File: src/rtl/core/ugic_pkg.sv
package ugic_pkg;

    // Fixed-point constants (angles Q3.13, CORDIC accumulator in units of 2^-16 rad).
    localparam logic signed [16:0] PI_Q13      = 17'sd25736;
    localparam logic signed [16:0] TWO_PI_Q13  = 17'sd51472;
    localparam logic signed [15:0] HALF_PI_Q13 = 16'sd12868;
    localparam logic signed [19:0] HALF_PI_Q16 = 20'sd102944;
    localparam logic [32:0]        DEAD_POS    = 33'd3277;
    localparam logic signed [15:0] DEAD_ANG    = 16'sd410;
    localparam logic [16:0]        ONE_Q8      = 17'd256;

    // CORDIC sizing.
    localparam int CW            = 46;
    localparam int ZW            = 20;
    localparam int CORDIC_STEPS  = 17;
    localparam logic [CW-1:0] MAG_TARGET = 46'h0100_0000_0000;
    localparam logic [CW-1:0] MAG_COARSE = 46'h0001_0000_0000;

    // Divider and square root sizing.
    localparam int DIV_BITS  = 52;
    localparam int SQRT_ITER = 32;

    // Configuration register indexes.
    typedef enum logic [2:0] {
        REG_STIFFNESS,
        REG_DAMPING,
        REG_MASS,
        REG_MAX_LIN,
        REG_MAX_ANG,
        REG_GOAL_X,
        REG_GOAL_Y,
        REG_GOAL_HDG
    } reg_idx_t;

    // Main sequencer states.
    typedef enum logic [4:0] {
        ST_IDLE,
        ST_MUL_WZ,
        ST_MUL_ZZ,
        ST_YAW_GO,
        ST_YAW_WAIT,
        ST_BRG_GO,
        ST_SQ_X,
        ST_SQ_Y,
        ST_SQ_SUM,
        ST_SQRT,
        ST_BRG_WAIT,
        ST_ERR,
        ST_MUL_K,
        ST_MUL_B,
        ST_NUM,
        ST_DIV,
        ST_STORE,
        ST_DONE
    } ugic_state_t;

    // CORDIC sequencer states.
    typedef enum logic [1:0] {
        C_IDLE,
        C_SCALE,
        C_ITER,
        C_FIN
    } cordic_state_t;

    // Request to the atan2 unit.
    typedef struct packed {
        logic               start;
        logic signed [33:0] y;
        logic signed [33:0] x;
    } cordic_req_t;

    // Status from the atan2 unit.
    typedef struct packed {
        logic               busy;
        logic signed [15:0] angle;
    } cordic_rsp_t;

    // Arctangent table in units of 2^-16 rad.
    function automatic logic signed [ZW-1:0] atan_tab(input logic [4:0] i);
        logic signed [ZW-1:0] v;
        case (i)
            5'd0:    v = 20'sd51472;
            5'd1:    v = 20'sd30386;
            5'd2:    v = 20'sd16055;
            5'd3:    v = 20'sd8150;
            5'd4:    v = 20'sd4091;
            5'd5:    v = 20'sd2047;
            5'd6:    v = 20'sd1024;
            5'd7:    v = 20'sd512;
            5'd8:    v = 20'sd256;
            5'd9:    v = 20'sd128;
            5'd10:   v = 20'sd64;
            5'd11:   v = 20'sd32;
            5'd12:   v = 20'sd16;
            5'd13:   v = 20'sd8;
            5'd14:   v = 20'sd4;
            5'd15:   v = 20'sd2;
            5'd16:   v = 20'sd1;
            default: v = 20'sd0;
        endcase
        return v;
    endfunction

endpackage

File: src/rtl/core/ugic_cordic.sv
module ugic_cordic (
    input  logic                 clk,
    input  logic                 rst_n,
    input  ugic_pkg::cordic_req_t req,
    output ugic_pkg::cordic_rsp_t rsp
);

    ugic_pkg::cordic_state_t state_reg, state_next;

    logic signed [ugic_pkg::CW-1:0] x_reg, y_reg;
    logic signed [ugic_pkg::ZW-1:0] z_reg;
    logic [4:0]                     i_reg;
    logic signed [15:0]             ang_reg;

    logic signed [ugic_pkg::CW-1:0] xi, yi, xr, yr;
    logic signed [ugic_pkg::ZW-1:0] zr;
    logic                           is_zero;
    logic [ugic_pkg::CW-1:0]        xa, ya, mag;
    logic                           mag_ok, mag_coarse;
    logic signed [ugic_pkg::CW-1:0] sx, sy;
    logic signed [ugic_pkg::ZW-1:0] zs, zq;
    logic signed [15:0]             ang_clamped;

    // Rotate a left half plane vector by a quarter turn.
    always_comb
    begin
        xi = {{(ugic_pkg::CW-34){req.x[33]}}, req.x};
        yi = {{(ugic_pkg::CW-34){req.y[33]}}, req.y};
        is_zero = (req.x == 34'sd0) && (req.y == 34'sd0);
        xr = xi;
        yr = yi;
        zr = '0;
        if (xi < 0)
        begin
            if (yi >= 0)
            begin
                xr = yi;
                yr = -xi;
                zr = ugic_pkg::HALF_PI_Q16;
            end
            else
            begin
                xr = -yi;
                yr = xi;
                zr = -ugic_pkg::HALF_PI_Q16;
            end
        end
    end

    // Normalize check, one vectoring step and the rounded, clamped angle.
    always_comb
    begin
        xa = x_reg[ugic_pkg::CW-1] ? ugic_pkg::CW'(-x_reg) : ugic_pkg::CW'(x_reg);
        ya = y_reg[ugic_pkg::CW-1] ? ugic_pkg::CW'(-y_reg) : ugic_pkg::CW'(y_reg);
        mag = (xa > ya) ? xa : ya;
        mag_ok = (mag >= ugic_pkg::MAG_TARGET);
        mag_coarse = (mag < ugic_pkg::MAG_COARSE);
        sx = y_reg >>> i_reg;
        sy = x_reg >>> i_reg;
        zs = z_reg + 20'sd4;
        zq = zs >>> 3;
        if (zq > 20'(ugic_pkg::PI_Q13))
            ang_clamped = 16'(ugic_pkg::PI_Q13);
        else if (zq < -20'(ugic_pkg::PI_Q13))
            ang_clamped = -16'(ugic_pkg::PI_Q13);
        else
            ang_clamped = 16'(zq);
    end

    // Next state.
    always_comb
    begin
        state_next = state_reg;
        case (state_reg)
            ugic_pkg::C_IDLE:
            begin
                if (req.start)
                    state_next = is_zero ? ugic_pkg::C_FIN : ugic_pkg::C_SCALE;
            end
            ugic_pkg::C_SCALE:
            begin
                if (mag_ok)
                    state_next = ugic_pkg::C_ITER;
            end
            ugic_pkg::C_ITER:
            begin
                if (i_reg == 5'(ugic_pkg::CORDIC_STEPS - 1))
                    state_next = ugic_pkg::C_FIN;
            end
            ugic_pkg::C_FIN:  state_next = ugic_pkg::C_IDLE;
            default:          state_next = ugic_pkg::C_IDLE;
        endcase
    end

    // Outputs.
    always_comb
    begin
        rsp.busy  = (state_reg != ugic_pkg::C_IDLE);
        rsp.angle = ang_reg;
    end

    always_ff @(posedge clk or negedge rst_n)
    begin
        if (!rst_n)
            state_reg <= ugic_pkg::C_IDLE;
        else
            state_reg <= state_next;
    end

    // Vector, angle accumulator, step count and output angle.
    always_ff @(posedge clk)
    begin
        case (state_reg)
            ugic_pkg::C_IDLE:
            begin
                if (req.start)
                begin
                    x_reg <= xr;
                    y_reg <= yr;
                    z_reg <= is_zero ? '0 : zr;
                    i_reg <= '0;
                end
            end
            ugic_pkg::C_SCALE:
            begin
                if (!mag_ok)
                begin
                    if (mag_coarse)
                    begin
                        x_reg <= x_reg <<< 8;
                        y_reg <= y_reg <<< 8;
                    end
                    else
                    begin
                        x_reg <= x_reg <<< 1;
                        y_reg <= y_reg <<< 1;
                    end
                end
            end
            ugic_pkg::C_ITER:
            begin
                if (y_reg >= 0)
                begin
                    x_reg <= x_reg + sx;
                    y_reg <= y_reg - sy;
                    z_reg <= z_reg + ugic_pkg::atan_tab(i_reg);
                end
                else
                begin
                    x_reg <= x_reg - sx;
                    y_reg <= y_reg + sy;
                    z_reg <= z_reg - ugic_pkg::atan_tab(i_reg);
                end
                i_reg <= i_reg + 5'd1;
            end
            ugic_pkg::C_FIN:  ang_reg <= ang_clamped;
            default:          ang_reg <= ang_reg;
        endcase
    end

endmodule

File: config.mk
export PLATFORM = sky130hd
export DESIGN_NAME = ugic_cordic
export DESIGN_NICKNAME = d
export VERILOG_FILES = /design/src/rtl/core/ugic_pkg.sv /design/src/rtl/core/ugic_cordic.sv
export SDC_FILE = /design/constraint.sdc
export NUM_CORES = 1
export LEC_CHECK = 0
export BUFFER_PORTS_ARGS = -buffer_cell sky130_fd_sc_hd__buf_4
export CAP_MARGIN = 5
export CELL_PAD_IN_SITES_DETAIL_PLACEMENT = 2
export CELL_PAD_IN_SITES_GLOBAL_PLACEMENT = 2
export CORE_AREA = 8 8 275 277
export DETAILED_ROUTE_END_ITERATION = 10
export DIE_AREA = 0 0 283 285
export PLACE_DENSITY = 0.89
export SETUP_SLACK_MARGIN = 0.5
export SYNTH_ARGS = -nofsm -noshare
export SYNTH_HDL_FRONTEND = slang
export SYNTH_SLANG_ARGS = --single-unit
File: constraint.sdc
create_clock -name clk -period 9.5 [get_ports clk]
set_input_delay 1.425 -clock clk [delete_from_list [all_inputs] [get_ports clk]]
set_output_delay 1.425 -clock clk [all_outputs]
set_load 0.03 [all_outputs]
## Yosys cells after proc, flatten, opt, wreduce, memory -nomap -nowiden

Memory sizes are Yosys's and may differ from the RTL's. A register that Yosys moved wholly into a read port is not among the register bits.
Index checks and enable logic that the tools add are counted.

- Flip-flop bits (word level): 135
- Bits in read-only memories: 1024
- Bits of input ports: 71
- Output and inout port bits: 17
- Word-level logic and storage cells: 87
- Memories: 2

Memory list:

| memory | words | width | rd ports | clocked after memory_dff | write ports | RTL line | text |
|---|---|---|---|---|---|---|---|
| (name not given) | 32 | 16 | 1 | 1 | 0 | ugic_pkg.sv:81 | `case (i)` |
| (name not given) | 32 | 16 | 1 | 1 | 0 | ugic_pkg.sv:81 |  |

- Add/subtract/negate cells: 12
- $lt $le $gt $ge: 8
- Equal/unequal tests: 8
- Shift operators: 2
- Muxes and demuxes: 37
- Reduce and logical (&&, ||, !) cells: 11

Operators by type and width:

| operator | count |
|---|---|
| two-way mux 46 bit | 15 |
| one-hot mux 46 bit (3 select lines) | 2 |
| two-way mux 20 bit | 9 |
| adder 46 bit | 2 |
| negation 34 -> 46 bit | 2 |
| negation 46 bit | 2 |
| >>> shifter 46 x 5 -> 46 bit | 2 |
| subtractor 46 bit | 2 |
| zero test 34 bit | 2 |
| greater-or-equal comparator 46 x 1 -> 1 bit, second input constant | 1 |
| greater-or-equal comparator 46 x 41 -> 1 bit, second input constant | 1 |
| > comparator 46 bit | 1 |
| < comparator 46 x 33 -> 1 bit, second input constant | 1 |
| one-hot mux 20 bit (2 select lines) | 1 |
| greater-or-equal comparator 34 x 1 -> 1 bit, second input constant | 1 |
| < comparator 34 x 1 -> 1 bit, second input constant | 1 |
| adder 20 bit | 1 |
| adder 20 x 4 -> 20 bit, second input constant | 1 |
| subtractor 20 bit | 1 |
| > comparator 17 x 16 -> 1 bit, second input constant | 1 |
| < comparator 17 x 16 -> 1 bit, second input constant | 1 |
| two-way mux 16 bit | 1 |
| two-way mux 5 bit | 3 |
| one-hot mux 5 bit (2 select lines) | 1 |
| other kinds (14) | 23 |

## Depth between registers and ports, before layout

- Depth in word-level cells: 8
- Depth in mapped cells: 35
- Gate-level depth less buffers: 27

## Worst setup path after synthesis

No wires, ideal clock.

- Path type: reg2reg
- Start point: register y_reg[19] in the netlist's numbering
- End point: register x_reg[0] in the netlist's numbering, enable pin
- Arrival: 6807 ps
- Setup slack: 2232 ps
- Cell stages (with the launch flop): 20
- Period minus slack after synthesis: 7268 ps
- Cells stage by stage: edfxtp_1 clkbuf_1 or4_1 nand4b_1 or4_1 buf_2 or3_1 o31ai_1 xor2_1 ha_1 nand4_1 nor3_1 a221o_1 a211o_1 a2111oi_0 nor2_1 mux2i_1 nand2_1 o21ai_0 and2_1

- Longest elaborated chain between the ends: 7

RTL lines:

| what | RTL line | text |
|---|---|---|
| start, declared | ugic_cordic.sv:10 | `logic signed [ugic_pkg::CW-1:0] x_reg, y_reg;` |
| start signal, assigned | ugic_cordic.sv:119 | `y_reg <= yr;` |
| start signal, assigned | ugic_cordic.sv:131 | `y_reg <= y_reg <<< 8;` |
| start signal, assigned | ugic_cordic.sv:136 | `y_reg <= y_reg <<< 1;` |
| negation 46 bit | ugic_cordic.sv:54 | `ya = y_reg[ugic_pkg::CW-1] ? ugic_pkg::CW'(-y_reg) : ugic_pkg::CW'(y_reg);` |
| two-way mux 46 bit (*) | ugic_cordic.sv:54 |  |
| > comparator 46 bit | ugic_cordic.sv:55 | `mag = (xa > ya) ? xa : ya;` |
| two-way mux 46 bit (*) | ugic_cordic.sv:55 |  |
| greater-or-equal comparator 46 x 41 -> 1 bit (*) | ugic_cordic.sv:56 | `mag_ok = (mag >= ugic_pkg::MAG_TARGET);` |
| != test 2 bit (no line) (*) | -- |  |
| AND reduction 3 bit (no line) (*) | -- |  |
| end signal, assigned | ugic_cordic.sv:118 | `x_reg <= xr;` |
| end signal, assigned | ugic_cordic.sv:130 | `x_reg <= x_reg <<< 8;` |
| end signal, assigned | ugic_cordic.sv:135 | `x_reg <= x_reg <<< 1;` |
| end, declared | ugic_cordic.sv:10 |  |

Every way passes the cells marked *; elsewhere a longest branch is shown, timed or not.
A chain may end at the register's enable or synchronous reset.

## Final worst setup path

- Start point: register y_reg[6] in the netlist's numbering
- End point: register x_reg[23] in the netlist's numbering (data pin)

- Longest elaborated chain between the ends: 8
- Elaborated cells between the ends (all ways): 13
- Those cells by class: add/sub: 3; order compare: 3; shift: 1; mux: 6

RTL lines:

| what | RTL line | text |
|---|---|---|
| negation 46 bit | ugic_cordic.sv:54 |  |
| two-way mux 46 bit | ugic_cordic.sv:54 |  |
| > comparator 46 bit | ugic_cordic.sv:55 |  |
| two-way mux 46 bit | ugic_cordic.sv:55 |  |
| < comparator 46 x 33 -> 1 bit | ugic_cordic.sv:57 | `mag_coarse = (mag < ugic_pkg::MAG_COARSE);` |
| two-way mux 46 bit | ugic_cordic.sv:128 | `if (mag_coarse)` |
| two-way mux 46 bit | ugic_cordic.sv:126 | `if (!mag_ok)` |
| one-hot mux 46 bit (3 select lines) (*) | ugic_cordic.sv:113 | `case (state_reg)` |

Every way passes the cells marked *; elsewhere a longest branch is shown, timed or not. The select of a mux whose other input is x is not followed.

==> flow_summary_export.csv <==
group,metric,value,unit
final_layout,fin_util,42.3,%
timing,drv_slew,0,
global_route,grt_pass1_vias,35407,
setup_path,slowest_stage,"or4_1",
timing,finalSetupViolations,0,
logic_synthesis,yosysUniqueCellTypes,95,
timing,rsz0062_at_grt,"false",
setup_path,crit_path_frequent_cell,"or4_1",
setup_path,path_max_fanout,42,
logic_synthesis,synth_edf_count,133,
placed_design,port_buffers,87,
die,dieHeight,285,um
logic_synthesis,postSynth.asyncResetShare,1.32,%
setup_path,start_kind,"flip-flop",
setup_path,cp.required,9.74,ns
clock_tree,path_clk_slew,0.09,ns
global_route,gr-total-overflow,0,
global_route,grt_pass1_wl,240000,um
logic_synthesis,yosysTopAreaCell,"edfxtp_1",
timing,fmax,111,MHz
clock_tree,cts_tree,"built",
logic_synthesis,ys_ff_latch,151,
logic_synthesis,yosysSeqAreaShare,15.4,%
logic_synthesis,avgSynthCellArea,7.88,um2
setup_path,startpoint,"y_reg[6]",
timing,tightest_slew,1.40,ns
logic_synthesis,yosysWarnings,0,
detailed_routing,drc,0,
detailed_routing,num_vias,33234,
setup_path,worst_ep_arrival_time,9.25,ns
setup_path,crit_end,"x_reg[23]",
status,status,"complete, no violations",
logic_synthesis,netlist_area,28300,um2
die,io_pins,88,
clock_tree,cts_root_buffer,"clkbuf_16",
final_layout,multi_input_area,22400,um2
global_route,grt_use_total,38.7,%
clock_tree,numClockSinks,151,
die,coreArea,71000,um2
min_path,min_path_type,"in -> async",
placed_design,globalplace.congestion,1.02,
job,drv_cap,0,
timing,min_period_over_period,94.9,%
detailed_routing,wl,164000,um
detailed_routing,initialDrtViolationCount,4112,
logic_synthesis,yosys.area.top_type_share,14.1,%
logic_synthesis,syn_inst,3585,
clock_tree,clk_path_buf_depth,2,
timing,skew,0.0215,ns
logic_synthesis,synth_top_flop_cell,"edfxtp_1",
final_layout,nets,3710,
logic_synthesis,synth_area_leaders,"edfxtp_1 14%, ha_1 7.7%, mux4_2 6.1%, xnor2_1 6.0%, mux2i_1 5.3%",
timing,final.setup.tns,0,ns
detailed_routing,routedWlPerCell,37.0,um
clock_tree,cts_hold_buf,0,
timing,hold_viol,0,
final_layout,final_common_cell,"nand2_1",
final_layout,drive_above_1_share,11.9,%
die,die_area,80700,um2
global_route,antenna_found_initial,16,
setup_path,crit_chain,"nor4_2 > nand4b_1 > or4_1 > or3_1 > o31ai_1 > xor2_1 > ha_1 > nand4_1 > nor3_1 > a221o_1 > a211o_1 > a2111oi_0 > nor2_1 > or4_1 > a21bo_4 > buf_12 > mux2_1 > a221oi_1 > a21oi_1",
timing,maxSlewHeadroom,6.63,%
setup_path,r2r_cells,19,
detailed_routing,vias_per_cell,7.51,
final_layout,area_growth,6.37,%
die,initial_core_util,39.8,%
setup_path,r2r-start,"y_reg[6]",
die,dieWidth,283,um
setup_path,max_stage_delay,0.99,ns
clock_tree,insertion_delay,0.55,ns
final_layout,seq_area,4360,um2
detailed_routing,drt_pass1_iterations,6,
clock_tree,cts_max_level,4,
timing,fin_crit,9.01,ns
detailed_routing,ant_nets,0,
setup_path,critical_path_class,"reg -> reg",
setup_path,rr_endpoint,"x_reg[23]",
setup_path,end_kind,"flip-flop",
clock_tree,cts_buffers,17,
global_route,grt_max_degree,99,
placed_design,hpwl,111000,um
setup_path,reg2reg_setup_slack,0.49,ns
final_layout,mostFrequentLayoutCells,"358 x nand2_1, 297 x nor2_1, 279 x a21oi_1",
final_layout,fillers,7909,
logic_synthesis,syn_nets,3834,
die,rows,98,
[cells in the mapped netlist, drive strengths merged, types with 17 or more instances]
| cell | instances |
|---|---|
| nand2 | 360 |
| nor2 | 299 |
| a21oi | 280 |
| o21ai | 246 |
| clkbuf | 215 |
| xnor2 | 194 |
| ha | 175 |
| xor2 | 155 |
| mux2i | 149 |
| edfxtp | 133 |
| mux2 | 113 |
| mux4 | 92 |
| buf | 80 |
| nand3 | 79 |
| nor3 | 76 |
| a21o | 74 |
| inv | 73 |
| o31ai | 66 |
| or3 | 46 |
| a22oi | 44 |
| a31oi | 40 |
| and2 | 39 |
| nand2b | 39 |
| nand4 | 36 |
| nor4 | 32 |
| o211ai | 29 |
| a211oi | 28 |
| or4 | 28 |
| a221oi | 26 |
| and3 | 26 |
| or2 | 26 |
| o41ai | 23 |
| o22ai | 20 |
| o21a | 19 |
| o21bai | 18 |
| o221ai | 17 |
[stage by stage]
step / hold WS, ns / area, um2 / setup slack, ns / std cells
floorplan: 0.557 / 28300 / 2.23 / 3585
CTS: 0.642 / 30000 / 0.746 / 4421
finish: 0.645 / 30100 / 0.487 / 4427
global route: 0.645 / 30100 / 0.519 / 4424
global placement: 0.642 / 29400 / 1.38 / 4389
detailed placement: 0.655 / 29400 / 0.903 / 4389
[logic make-up after synthesis]
family          synth area share (%)
compound gates                  23.8
xor+xnor                        10.8
fa+ha+maj                       8.03
buf+inv                         5.49
flops                           15.4
mux                             17.3
simple gates                    19.1
[worst min-delay path by stage]
stage,end,start,cells after the start,slack [ns]
3_5_place_dp,z_reg[0],z_reg[0],2,0.66
4_1_cts,state_reg[1],rst_n,1,0.64
6_report,state_reg[1],rst_n,1,0.65
5_1_grt,state_reg[1],rst_n,1,0.65
2_1_floorplan,state_reg[1],state_reg[1],2,0.56
3_3_place_gp,z_reg[0],z_reg[0],2,0.64
[timing repair]
item                                    CTS  global route
endpoints found under the setup margin    0           105
buffers inserted                          0             0
gates resized for setup                   0             3
[layout make-up]
class | count | area share, %
Sequential cell | 151 | 14.5
Timing Repair Buffer | 152 | 4.00
Clock inverter | 15 | 0.583
Tap cell | 950 | 3.95
Multi-Input combinational cell | 3063 | 74.5
Antenna cell | 3 | 0.0250
Inverter | 76 | 0.953
Clock buffer | 17 | 1.42
[metal layers]
layer	track usage, %	vias up	wire [um]	share of wire, %
li1	-	13177	-	-
met1	42.5	16410	56600	35
met2	60.6	2585	71700	44
met3	13.2	1040	18400	11
met4	31.8	22	16900	10
met5	0.178	-	139	0.085
[critical path, delay by kind of cell, from the launching register on]
| family | cells | cell delay [ns] |
|---|---|---|
| fa+ha+maj | 1 | 0.28 |
| buf+inv | 1 | 0.31 |
| mux | 1 | 0.37 |
| xor+xnor | 1 | 0.18 |
| flops | 1 | 0.68 |
| simple gates | 8 | 4.15 |
| compound gates | 7 | 2.62 |
Power is not shown: default switching activity piles up to over one toggle a cycle in this logic, so the estimate is an artifact.
